$ cat config.mk
export PLATFORM = sky130hd
export DESIGN_NAME = double_ended_queue_with_sum_top
export DESIGN_NICKNAME = d
export VERILOG_FILES = /design/src/deq_pkg.sv /design/src/deq_addr.sv /design/src/double_ended_queue_with_sum_top.sv
export SDC_FILE = /design/constraint.sdc
export NUM_CORES = 2
export LEC_CHECK = 0
export BUFFER_PORTS_ARGS = -buffer_cell sky130_fd_sc_hd__buf_2
export CORE_UTILIZATION = 42
export DETAILED_ROUTE_END_ITERATION = 12
export GPL_TIMING_DRIVEN = 0
export HOLD_SLACK_MARGIN = 0.1
export PLACE_DENSITY = 0.64
export RECOVER_POWER = 50
export SLEW_MARGIN = 20
export SYNTH_ARGS = -nofsm -noshare
export SYNTH_HDL_FRONTEND = slang
export SYNTH_SLANG_ARGS = --single-unit
$ cat constraint.sdc
create_clock -name clk -period 6.4 [get_ports clk]
set_input_delay 0.64 -clock clk [delete_from_list [all_inputs] [get_ports clk]]
set_output_delay 0.64 -clock clk [all_outputs]
set_load 0.03 [all_outputs]
$ cat src/deq_pkg.sv
// Package for the double-ended queue with running sum.
// Holds field widths, operation codes and status codes; depends on nothing.
package deq_pkg;

  localparam int DATA_W = 32;
  localparam int CNT_W  = 7;
  localparam int MODE_W = 3;
  localparam int STAT_W = 2;

  localparam logic [MODE_W-1:0] MODE_LIST       = 3'd0;
  localparam logic [MODE_W-1:0] MODE_PUSH_FRONT = 3'd1;
  localparam logic [MODE_W-1:0] MODE_PUSH_BACK  = 3'd2;
  localparam logic [MODE_W-1:0] MODE_POP_FRONT  = 3'd3;
  localparam logic [MODE_W-1:0] MODE_POP_BACK   = 3'd4;
  localparam logic [MODE_W-1:0] MODE_QUERY      = 3'd5;

  localparam logic [STAT_W-1:0] STAT_OK    = 2'd0;
  localparam logic [STAT_W-1:0] STAT_EMPTY = 2'd1;
  localparam logic [STAT_W-1:0] STAT_FULL  = 2'd2;

endpackage

$ cat src/deq_addr.sv
// Ring address arithmetic for the double-ended queue.
// Computes neighbor, back and tail slots modulo DEPTH; depends on deq_pkg.
module deq_addr #(
  parameter int DEPTH = 64
) (
  input  logic [$clog2(DEPTH)-1:0]   front,
  input  logic [deq_pkg::CNT_W-1:0]  count,
  input  logic [$clog2(DEPTH)-1:0]   walk,
  output logic [$clog2(DEPTH)-1:0]   front_inc,
  output logic [$clog2(DEPTH)-1:0]   front_dec,
  output logic [$clog2(DEPTH)-1:0]   back_pos,
  output logic [$clog2(DEPTH)-1:0]   tail_pos,
  output logic [$clog2(DEPTH)-1:0]   walk_inc
);
  import deq_pkg::*;

  localparam int IW = $clog2(DEPTH);
  localparam int SW = CNT_W + 1;

  logic [SW-1:0] back_sum;
  logic [SW-1:0] tail_sum;

  assign front_inc = (front == IW'(DEPTH - 1)) ? '0 : front + IW'(1);
  assign front_dec = (front == '0) ? IW'(DEPTH - 1) : front - IW'(1);
  assign walk_inc  = (walk == IW'(DEPTH - 1)) ? '0 : walk + IW'(1);

  assign back_sum = SW'(front) + SW'(count);
  assign tail_sum = back_sum - SW'(1);

  assign back_pos = (back_sum >= SW'(DEPTH)) ? IW'(back_sum - SW'(DEPTH)) : IW'(back_sum);
  assign tail_pos = (tail_sum >= SW'(DEPTH)) ? IW'(tail_sum - SW'(DEPTH)) : IW'(tail_sum);

endmodule

$ cat src/double_ended_queue_with_sum_top.sv
// Top level of the double-ended queue with running sum.
// Holds the slot memory and the control sequencer; uses deq_pkg and deq_addr.
//
// A command word is taken at a rising edge where start is high and busy is
// low. It carries mode and value. Results leave on item, entries, total,
// status and last, each shown for exactly one cycle while strobe is high.
// The receiver cannot stall the block, so every result must be taken when
// it is shown.
// Push, query, the unused mode codes and every empty or full answer give
// their single result in the cycle after acceptance and leave busy low, so
// such commands may follow each other in every cycle.
// A pop reads the slot memory, whose read data is registered, and gives its
// result from the ST_POP state after acceptance; busy is high for one cycle.
// A list of N elements reads one slot per cycle from the memory port and
// gives its results in order from the front, with last on the back element;
// busy stays high while ST_LIST runs.
// Reset empties the queue and clears the running sum; the slots themselves
// are not cleared, and no clearing pass is needed.
module double_ended_queue_with_sum_top #(
  parameter int DEPTH = 64
) (
  input  logic                               clk,
  input  logic                               rst,
  input  logic                               start,
  input  logic [deq_pkg::MODE_W-1:0]         mode,
  input  logic signed [deq_pkg::DATA_W-1:0]  value,
  output logic                               busy,
  output logic                               strobe,
  output logic signed [deq_pkg::DATA_W-1:0]  item,
  output logic [deq_pkg::CNT_W-1:0]          entries,
  output logic signed [deq_pkg::DATA_W-1:0]  total,
  output logic [deq_pkg::STAT_W-1:0]         status,
  output logic                               last
);
  import deq_pkg::*;

  localparam int IW = $clog2(DEPTH);

  typedef enum logic [2:0] {
    ST_IDLE = 3'b001,
    ST_POP  = 3'b010,
    ST_LIST = 3'b100
  } state_t;

  state_t state;
  logic [IW-1:0] front;
  logic [CNT_W-1:0] count;
  logic signed [DATA_W-1:0] sum;
  logic [IW-1:0] walk;
  logic [CNT_W-1:0] remain;

  logic signed [DATA_W-1:0] mem [DEPTH];
  logic signed [DATA_W-1:0] rdata;
  logic [IW-1:0] raddr;
  logic [IW-1:0] waddr;
  logic we;

  logic accept;
  logic full;
  logic empty;
  logic [IW-1:0] front_inc;
  logic [IW-1:0] front_dec;
  logic [IW-1:0] back_pos;
  logic [IW-1:0] tail_pos;
  logic [IW-1:0] walk_inc;

  deq_addr #(.DEPTH(DEPTH)) u_addr (
    .front     (front),
    .count     (count),
    .walk      (walk),
    .front_inc (front_inc),
    .front_dec (front_dec),
    .back_pos  (back_pos),
    .tail_pos  (tail_pos),
    .walk_inc  (walk_inc)
  );

  assign busy   = (state != ST_IDLE);
  assign accept = start && !busy;
  assign full   = (count >= CNT_W'(DEPTH));
  assign empty  = (count == '0);

  always_comb begin
    raddr = front;
    if (state == ST_LIST) begin
      raddr = walk;
    end else if (mode == MODE_POP_BACK) begin
      raddr = tail_pos;
    end
  end

  assign we = accept && !full && ((mode == MODE_PUSH_FRONT) || (mode == MODE_PUSH_BACK));
  assign waddr = (mode == MODE_PUSH_FRONT) ? front_dec : back_pos;

  always_ff @(posedge clk) begin
    if (we) begin
      mem[waddr] <= value;
    end
    rdata <= mem[raddr];
  end

  always_ff @(posedge clk) begin
    if (rst) begin
      state  <= ST_IDLE;
      front  <= '0;
      count  <= '0;
      sum    <= '0;
      strobe <= 1'b0;
    end else begin
      strobe <= 1'b0;
      case (state)
        ST_IDLE: begin
          if (accept) begin
            case (mode)
              MODE_LIST: begin
                if (empty) begin
                  strobe  <= 1'b1;
                  item    <= '0;
                  entries <= count;
                  total   <= sum;
                  status  <= STAT_EMPTY;
                  last    <= 1'b1;
                end else begin
                  walk   <= front_inc;
                  remain <= count;
                  state  <= ST_LIST;
                end
              end
              MODE_PUSH_FRONT, MODE_PUSH_BACK: begin
                strobe <= 1'b1;
                item   <= value;
                last   <= 1'b1;
                if (full) begin
                  entries <= count;
                  total   <= sum;
                  status  <= STAT_FULL;
                end else begin
                  if (mode == MODE_PUSH_FRONT) begin
                    front <= front_dec;
                  end
                  count   <= count + CNT_W'(1);
                  sum     <= sum + value;
                  entries <= count + CNT_W'(1);
                  total   <= sum + value;
                  status  <= STAT_OK;
                end
              end
              MODE_POP_FRONT, MODE_POP_BACK: begin
                if (empty) begin
                  strobe  <= 1'b1;
                  item    <= '0;
                  entries <= count;
                  total   <= sum;
                  status  <= STAT_EMPTY;
                  last    <= 1'b1;
                end else begin
                  if (mode == MODE_POP_FRONT) begin
                    front <= front_inc;
                  end
                  state <= ST_POP;
                end
              end
              default: begin
                strobe  <= 1'b1;
                item    <= '0;
                entries <= count;
                total   <= sum;
                status  <= STAT_OK;
                last    <= 1'b1;
              end
            endcase
          end
        end
        ST_POP: begin
          count   <= count - CNT_W'(1);
          sum     <= sum - rdata;
          strobe  <= 1'b1;
          item    <= rdata;
          entries <= count - CNT_W'(1);
          total   <= sum - rdata;
          status  <= STAT_OK;
          last    <= 1'b1;
          state   <= ST_IDLE;
        end
        ST_LIST: begin
          strobe  <= 1'b1;
          item    <= rdata;
          entries <= count;
          total   <= sum;
          status  <= STAT_OK;
          last    <= (remain == CNT_W'(1));
          walk    <= walk_inc;
          remain  <= remain - CNT_W'(1);
          if (remain == CNT_W'(1)) begin
            state <= ST_IDLE;
          end
        end
        default: begin
          state <= ST_IDLE;
        end
      endcase
    end
  end

  a_count_bound: assert property (@(posedge clk) disable iff (rst)
    count <= CNT_W'(DEPTH))
    else $error("element count exceeds the queue depth");

  a_full_status: assert property (@(posedge clk) disable iff (rst)
    (strobe && (status == STAT_FULL)) |-> (entries == CNT_W'(DEPTH)))
    else $error("full status reported on a queue that is not full");

  a_empty_status: assert property (@(posedge clk) disable iff (rst)
    (strobe && (status == STAT_EMPTY)) |-> (entries == '0))
    else $error("empty status reported on a queue that holds elements");

  a_busy_end: assert property (@(posedge clk) disable iff (rst)
    (!$past(rst) && $fell(busy)) |-> (strobe && last))
    else $error("busy dropped without a final result word");

  a_pop_entry: assert property (@(posedge clk) disable iff (rst)
    (state == ST_POP) |=> (state == ST_IDLE))
    else $error("pop did not complete in one cycle");

endmodule

# After elaboration in Yosys (flattened, before gate mapping)
# Memory sizes are Yosys's and may differ from the RTL's. A register that Yosys moved wholly into a read port is not among the register bits.
# Index checks and enable logic that the tools add are counted.
# W data, S select, Z words.
# word_totals
ram_bits,2048
input_bits,38
mem_count,1
register_bits,136
word_cells,139
output_inout_bits,76
# op_classes
reduce_logical,24
n_eq_ne,24
add_sub_neg,12
bitwise_logic,1
muxes,62
order_cmp,3
# memory_table
memory,words,width,rd,rd_ports_with_merged_regs,wr,line,source
mem,64,32,1,1,1,double_ended_queue_with_sum_top.sv:52,logic signed [DATA_W-1:0] mem [DEPTH];
# ops
cell,count
$pmux W32 S2,4
$mux W32,7
$pmux W32 S3,1
$mux W6,15
$mux W7,8
$pmux W7 S2,3
$add A32 B32 Y32,1
$sub A32 B32 Y32,1
$pmux W6 S2,2
$pmux W7 S3,1
$sub A6 B1 Y6 const B,3
$ge A8 B7 Y1 const B,2
$sub A7 B1 Y7 const B,2
$add A6 B1 Y6 const B,2
$eq A6 B6 Y1 const B,2
$mux W3,4
$ne A2 B2 Y1 const B,6
$pmux W3 S2,2
$reduce_and A5 Y1,2
$eq A3 B2 Y1 const B,3
$ne A3 B3 Y1 const B,3
$add A6 B7 Y8,1
$mux W1,8
$pmux W2 S2,2
25 further kinds,41

# Logic depth before layout (Yosys ltp)
# logic_depth
ltp_word,7
ltp_mapped,16
mapped_depth_nobuf,14

# Modules after synthesis
# From an unflattened synthesis, not the netlist that was laid out.
# hier_totals
hier_cells,7317
hier_area_um2,90466.8
# by_module_without_submodules
mod,instances,area_each_um2,seq_area_each_um2,cells_per_inst
double_ended_queue_with_sum_top,1,89828.7,65733.0,7227
deq_addr,1,638.1,0.0,90

# Worst setup path after synthesis
# No wires, ideal clock.
# synth_timing
kind,input to register
startpoint,input port mode[0] (netlist name)
endpoint,register entries[0] (netlist name) (enable)
path_stages,4
slack_ns,1.660
n_path_buf,0
setup_ns,0.498
required_ns,5.902
t_arrival_ns,4.242
cell_sequence,nor2b_1 > a21oi_1 > o21ai_0 > a211oi_1
# synth_between
elab_chain_cells,4
elab_cells_between_ends,6
cone_classes,eq/ne (3); reduce/logical (3)
# synth_rtl
element,line,source
start: declaration,double_ended_queue_with_sum_top.sv:25,"input logic [deq_pkg::MODE_W-1:0] mode,"
$eq A3 B3 Y1 (tied with other cells),double_ended_queue_with_sum_top.sv:114,case (mode)
$reduce_or A3 Y1 (no source line) *,--,
$ne A3 B3 Y1 (no source line) *,--,
$reduce_and A4 Y1 (no source line) *,--,
end signal: assignment,double_ended_queue_with_sum_top.sv:119,entries <= count;
end signal: assignment,double_ended_queue_with_sum_top.sv:134,entries <= count;
end signal: assignment,double_ended_queue_with_sum_top.sv:143,entries <= count + CNT_W'(1);
end: declaration,double_ended_queue_with_sum_top.sv:30,"output logic [deq_pkg::CNT_W-1:0] entries,"
# Every way passes the cells marked *; elsewhere a longest branch is shown, timed or not.
# A chain may end at the register's enable or synchronous reset.

# Worst setup path after layout
# layout_timing
startpoint,register count[1]
endpoint,"register rdata[19], read port of mem"
# layout_between
elab_chain_cells,6
elab_cells_between_ends,7
cone_classes,add/sub (3); order compare (1); mux (3)
# layout_rtl
element,line,source
start: declaration,double_ended_queue_with_sum_top.sv:47,logic [CNT_W-1:0] count;
start signal: assignment,double_ended_queue_with_sum_top.sv:141,count <= count + CNT_W'(1);
start signal: assignment,double_ended_queue_with_sum_top.sv:175,count <= count - CNT_W'(1);
$add A6 B7 Y8 *,deq_addr.sv:27,assign back_sum = SW'(front) + SW'(count);
$sub A8 B1 Y8 *,deq_addr.sv:28,assign tail_sum = back_sum - SW'(1);
$ge A8 B7 Y1 or $sub A6 B1 Y6 (tied branches),deq_addr.sv:31,assign tail_pos = (tail_sum >= SW'(DEPTH)) ? IW'(tail_sum - SW'(DEPTH)) : IW'(tail_sum);
$mux W6 *,deq_addr.sv:31,
$mux W6 *,double_ended_queue_with_sum_top.sv:87,end else if (mode == MODE_POP_BACK) begin
$mux W6 *,double_ended_queue_with_sum_top.sv:85,if (state == ST_LIST) begin
end: declaration,double_ended_queue_with_sum_top.sv:53,logic signed [DATA_W-1:0] rdata;
# Marks and branches as above.

==> key figures <==
Status
  • Result of the run: finished with violations
  • Failing checks: max-capacitance violations, max-slew violations

Timing
  • RSZ-0062 raised after global routing: no
  • Final worst path period need: 5.81 ns
  • Final number of max-transition violations: 1715
  • Fin worst setup slack: about 0.59 ns
  • Hold Vio Cnt, Final: 0
  • Total Neg Setup Slack: 0 ns
  • Rel. slew slack: -152%
  • Least-Margin Pin Slew: 3.79 ns
  • Portion of the clock cycle consumed by the worst path in the final layout: 90.8%
  • Max Clock Freq: 172 MHz
  • Final number of setup-violating endpoints: 0
  • Clock skew after layout: 0.0572 ns

Routing
  • Initial DRT Pass Iterations: 6
  • Detail-routed via count per cell: between 5 and 6
  • Count of antenna-violating nets left after detailed routing: 0
  • Via count: 64900
  • Post-Route WL: 304000 um
  • Average wire per standard cell: roughly 28 um
  • Drc violations: 0
  • Iteration-0 DRC Markers: 8415

Placed design
  • Count of input and output buffers: 111
  • DP Worst Slack: roughly 0.72 ns
  • DPL Wire Length: 215000 um
  • DP Cell Count: around 11000
  • Final estimated routing congestion in global placement: 1.02

Power
  • Cell Pwr Density: 316 mW/mm^2
  • Leak pwr: about 36 nW
  • Total Power Consumption: 33.5 mW
  • Peak supply drop: 339 uV

Critical path
  • Critical path peak fanout: 12
  • Worst path most repeated cell: a311oi_1
  • Critical register-to-register path endpoint: rdata[19]
  • Path depth of the worst reg2reg path: 13
  • Worst path max stage delay: just over 0.7 ns
  • Register-to-register setup slack: 0.59 ns
  • Start-to-end type of the worst setup path: reg -> reg
  • Worst Setup End Kind: flip-flop
  • Endpoint arrival time on the critical path: 6.63 ns
  • Slowest library cell on the worst path: a31oi_1
  • Origin of the critical flop-to-flop path: count[1]
  • Cell-by-cell trace of the critical path: fa_1 > inv_1 > ha_1 > and2_1 > o31ai_4 > buf_4 > buf_2 > clkbuf_1 > nand2_1 > a311oi_1 > a311oi_1 > a31oi_1 > a221o_1
  • Nature of the critical path startpoint: flip-flop
  • Required time reported for the critical path endpoint: a little over 7 ns

Synth
  • Mapped cell area: 0.0921 mm^2
  • Proportion of synthesized chip area in sequential cells: a little under three quarters
  • Post-Syn Instances: 7463
  • Number of distinct library cells after synthesis: 77
  • Average cell area after synthesis: roughly 12 um^2
  • Number of enable-type register cells in the synthesized netlist: about 2100
  • Proportion of synthesized flip-flops having asynchronous set or reset: 0%
  • Most common flop cell mapped by yosys: edfxtp_1
  • Number of storage elements in the synthesis netlist: 2216
  • Count of yosys warnings during synthesis: 0
  • Net count after synthesis: 7582

Clocking
  • Hold-fix buffers at CTS: 1
  • Total clock buffers created by CTS: 221
  • Number of buffers on the longest clock path: 3
  • Deepest level of the CTS H-tree: 4
  • Setup fix buffers added after clock tree synthesis: 0
  • Number of gates given a new drive strength after cts: 0
  • Clk Latency, worst-skew pair: ~0.9 ns
  • Clock-pin slew on the worst setup and hold paths: approximately 0.06 ns
  • Clock tree root buffer cell: clkbuf_16
  • Number of clock sinks seen by CTS: 2216
  • TritonCTS clock tree: yes

Die
  • Area enclosed by the die boundary: 0.221 mm^2
  • Core region area: 0.218 mm^2
  • Initial core utilization: 42.3%
  • Die Wd: 470 um
  • Die span in y: about 470 um
  • Number of cell rows: 171
  • I/O Pins: 114

Global routing
  • Met2 Usage GRT: 41.5%
  • Combined global-route utilization of all metal layers: 26.9%
  • Number of antenna violations at the first check in global routing: 17
  • Grt met3 use: approximately 6.6%
  • Pin count of the biggest net entering global routing: 67
  • Via count of the first global-routing pass: 61600
  • Wire length of the first global-routing pass: 431000 um
  • Aggregate global routing overflow: 0
  • Met1 GRT Util: between 30% and 40%
  • Global-route layer with the greatest usage: met2

Worst hold path
  • Worst Hold Launch: start
  • Hold Path Stages: 3
  • Worst hold path endpoint: state[1]
  • Type of the worst min-delay path: in -> reg

Cells and area
  • Fraction of layout cells with a size suffix above 1: 9.06%
  • Most common cell after layout, fill and taps aside: nand2_1
  • Net total in the final layout: 8016
  • Final non-filler cell total: about 11000
  • Most frequent cells in the layout: nand2_1, edfxtp_1, nand3_1
  • Final core utilization: 48.6%
  • Layout overhead on the synthesized area: 14.9%

Run
  • # Max-Cap Violations: 49
## per-layer routing
layer	vias to the layer above	share of wire (%)	wire, um
li1	28400	-	-
met1	32300	39	118000
met2	3670	45	137000
met3	613	11	33100
met4	4	5.3	15900
met5	-	0.011	33
## worst max-delay path by stage
stage               startpoint           to  depth (start not counted)
floorplan              mode[0]   entries[0]                          4
global placement       mode[0]  mem[49][27]                          9
detailed placement    count[1]    rdata[19]                         13
CTS                   count[1]    rdata[19]                         13
global route          count[1]    rdata[19]                         13
finish                count[1]    rdata[19]                         13
## synthesized netlist by cell type (16+ instances only)
| master | count | area (um^2) |
|---|---|---|
| a31o_1 | 34 | 298 |
| and3_1 | 147 | 920 |
| edfxtp_1 | 2135 | 64100 |
| nand2_1 | 2213 | 8310 |
| ha_1 | 78 | 976 |
| a211oi_1 | 23 | 173 |
| o21ai_0 | 90 | 450 |
| nand3_1 | 1045 | 5230 |
| dfxtp_1 | 81 | 1620 |
| buf_1 | 63 | 236 |
| a21o_1 | 33 | 248 |
| buf_2 | 167 | 836 |
| a311oi_1 | 259 | 2270 |
| a31oi_1 | 79 | 494 |
| nor3_1 | 16 | 80.1 |
| nor2_1 | 166 | 623 |
| o22ai_1 | 39 | 244 |
| xor2_1 | 29 | 254 |
| buf_4 | 30 | 225 |
| a22oi_1 | 16 | 120 |
| a31o_2 | 33 | 289 |
| clkbuf_1 | 232 | 871 |
| inv_1 | 65 | 244 |
| a21oi_1 | 109 | 546 |
| xnor2_1 | 60 | 526 |
| a221o_1 | 46 | 460 |
## per-stage QoR
step	instance area (um^2)	hold WS [ns]
3_5_place_dp	99200	0.531
5_1_grt	106000	0.170
2_1_floorplan	92100	0.490
6_report	106000	0.187
3_3_place_gp	96300	0.522
4_1_cts	106000	0.121
## report_power, final
part	total (mW)	internal, mW	switching, mW
clock network	13.0	7.32	5.67
registers	16.1	16.1	0.0657
logic	4.33	1.13	3.21
## cells by family after synthesis
group	Yosys count	share of synthesized area, %
simple gates	3659	17.0
flops	2216	71.3
xor+xnor	89	0.846
compound gates	843	6.88
fa+ha+maj	81	1.12
buf+inv	560	2.65
mux	15	0.167
## sequential cells by signal, summed over array words and instances (netlist names)
signal / cells
remain: 7
strobe: 1
count: 7
state: 3
sum: 32
total: 32
front: 6
walk: 6
last: 1
entries: 7
mem: 2048
item: 32
status: 2
rdata: 32
## area by class of cell
cell class / count / area (um^2)
Buffer: 494 / 2190
Inverter: 66 / 248
Antenna cell: 10 / 25.0
Sequential cell: 2216 / 65700
Multi-Input combinational cell: 4687 / 24500
Timing Repair Buffer: 211 / 2400
Clock buffer: 274 / 5860
Clock inverter: 139 / 1350
Fill cell: 18800 / 112000
Tap cell: 2854 / 3570
## worst max-delay path, delay by kind of cell, from the launching register on
kind                     cells  cell delay, ns
AND/OR/NAND/NOR              2            0.29
adder cells (fa/ha/maj)      2            0.79
AO/OA/AOI/OAI                5            2.41
buffers and inverters        4            1.56
flip-flops                   1            0.67
Power figures use the tool's default switching activity.
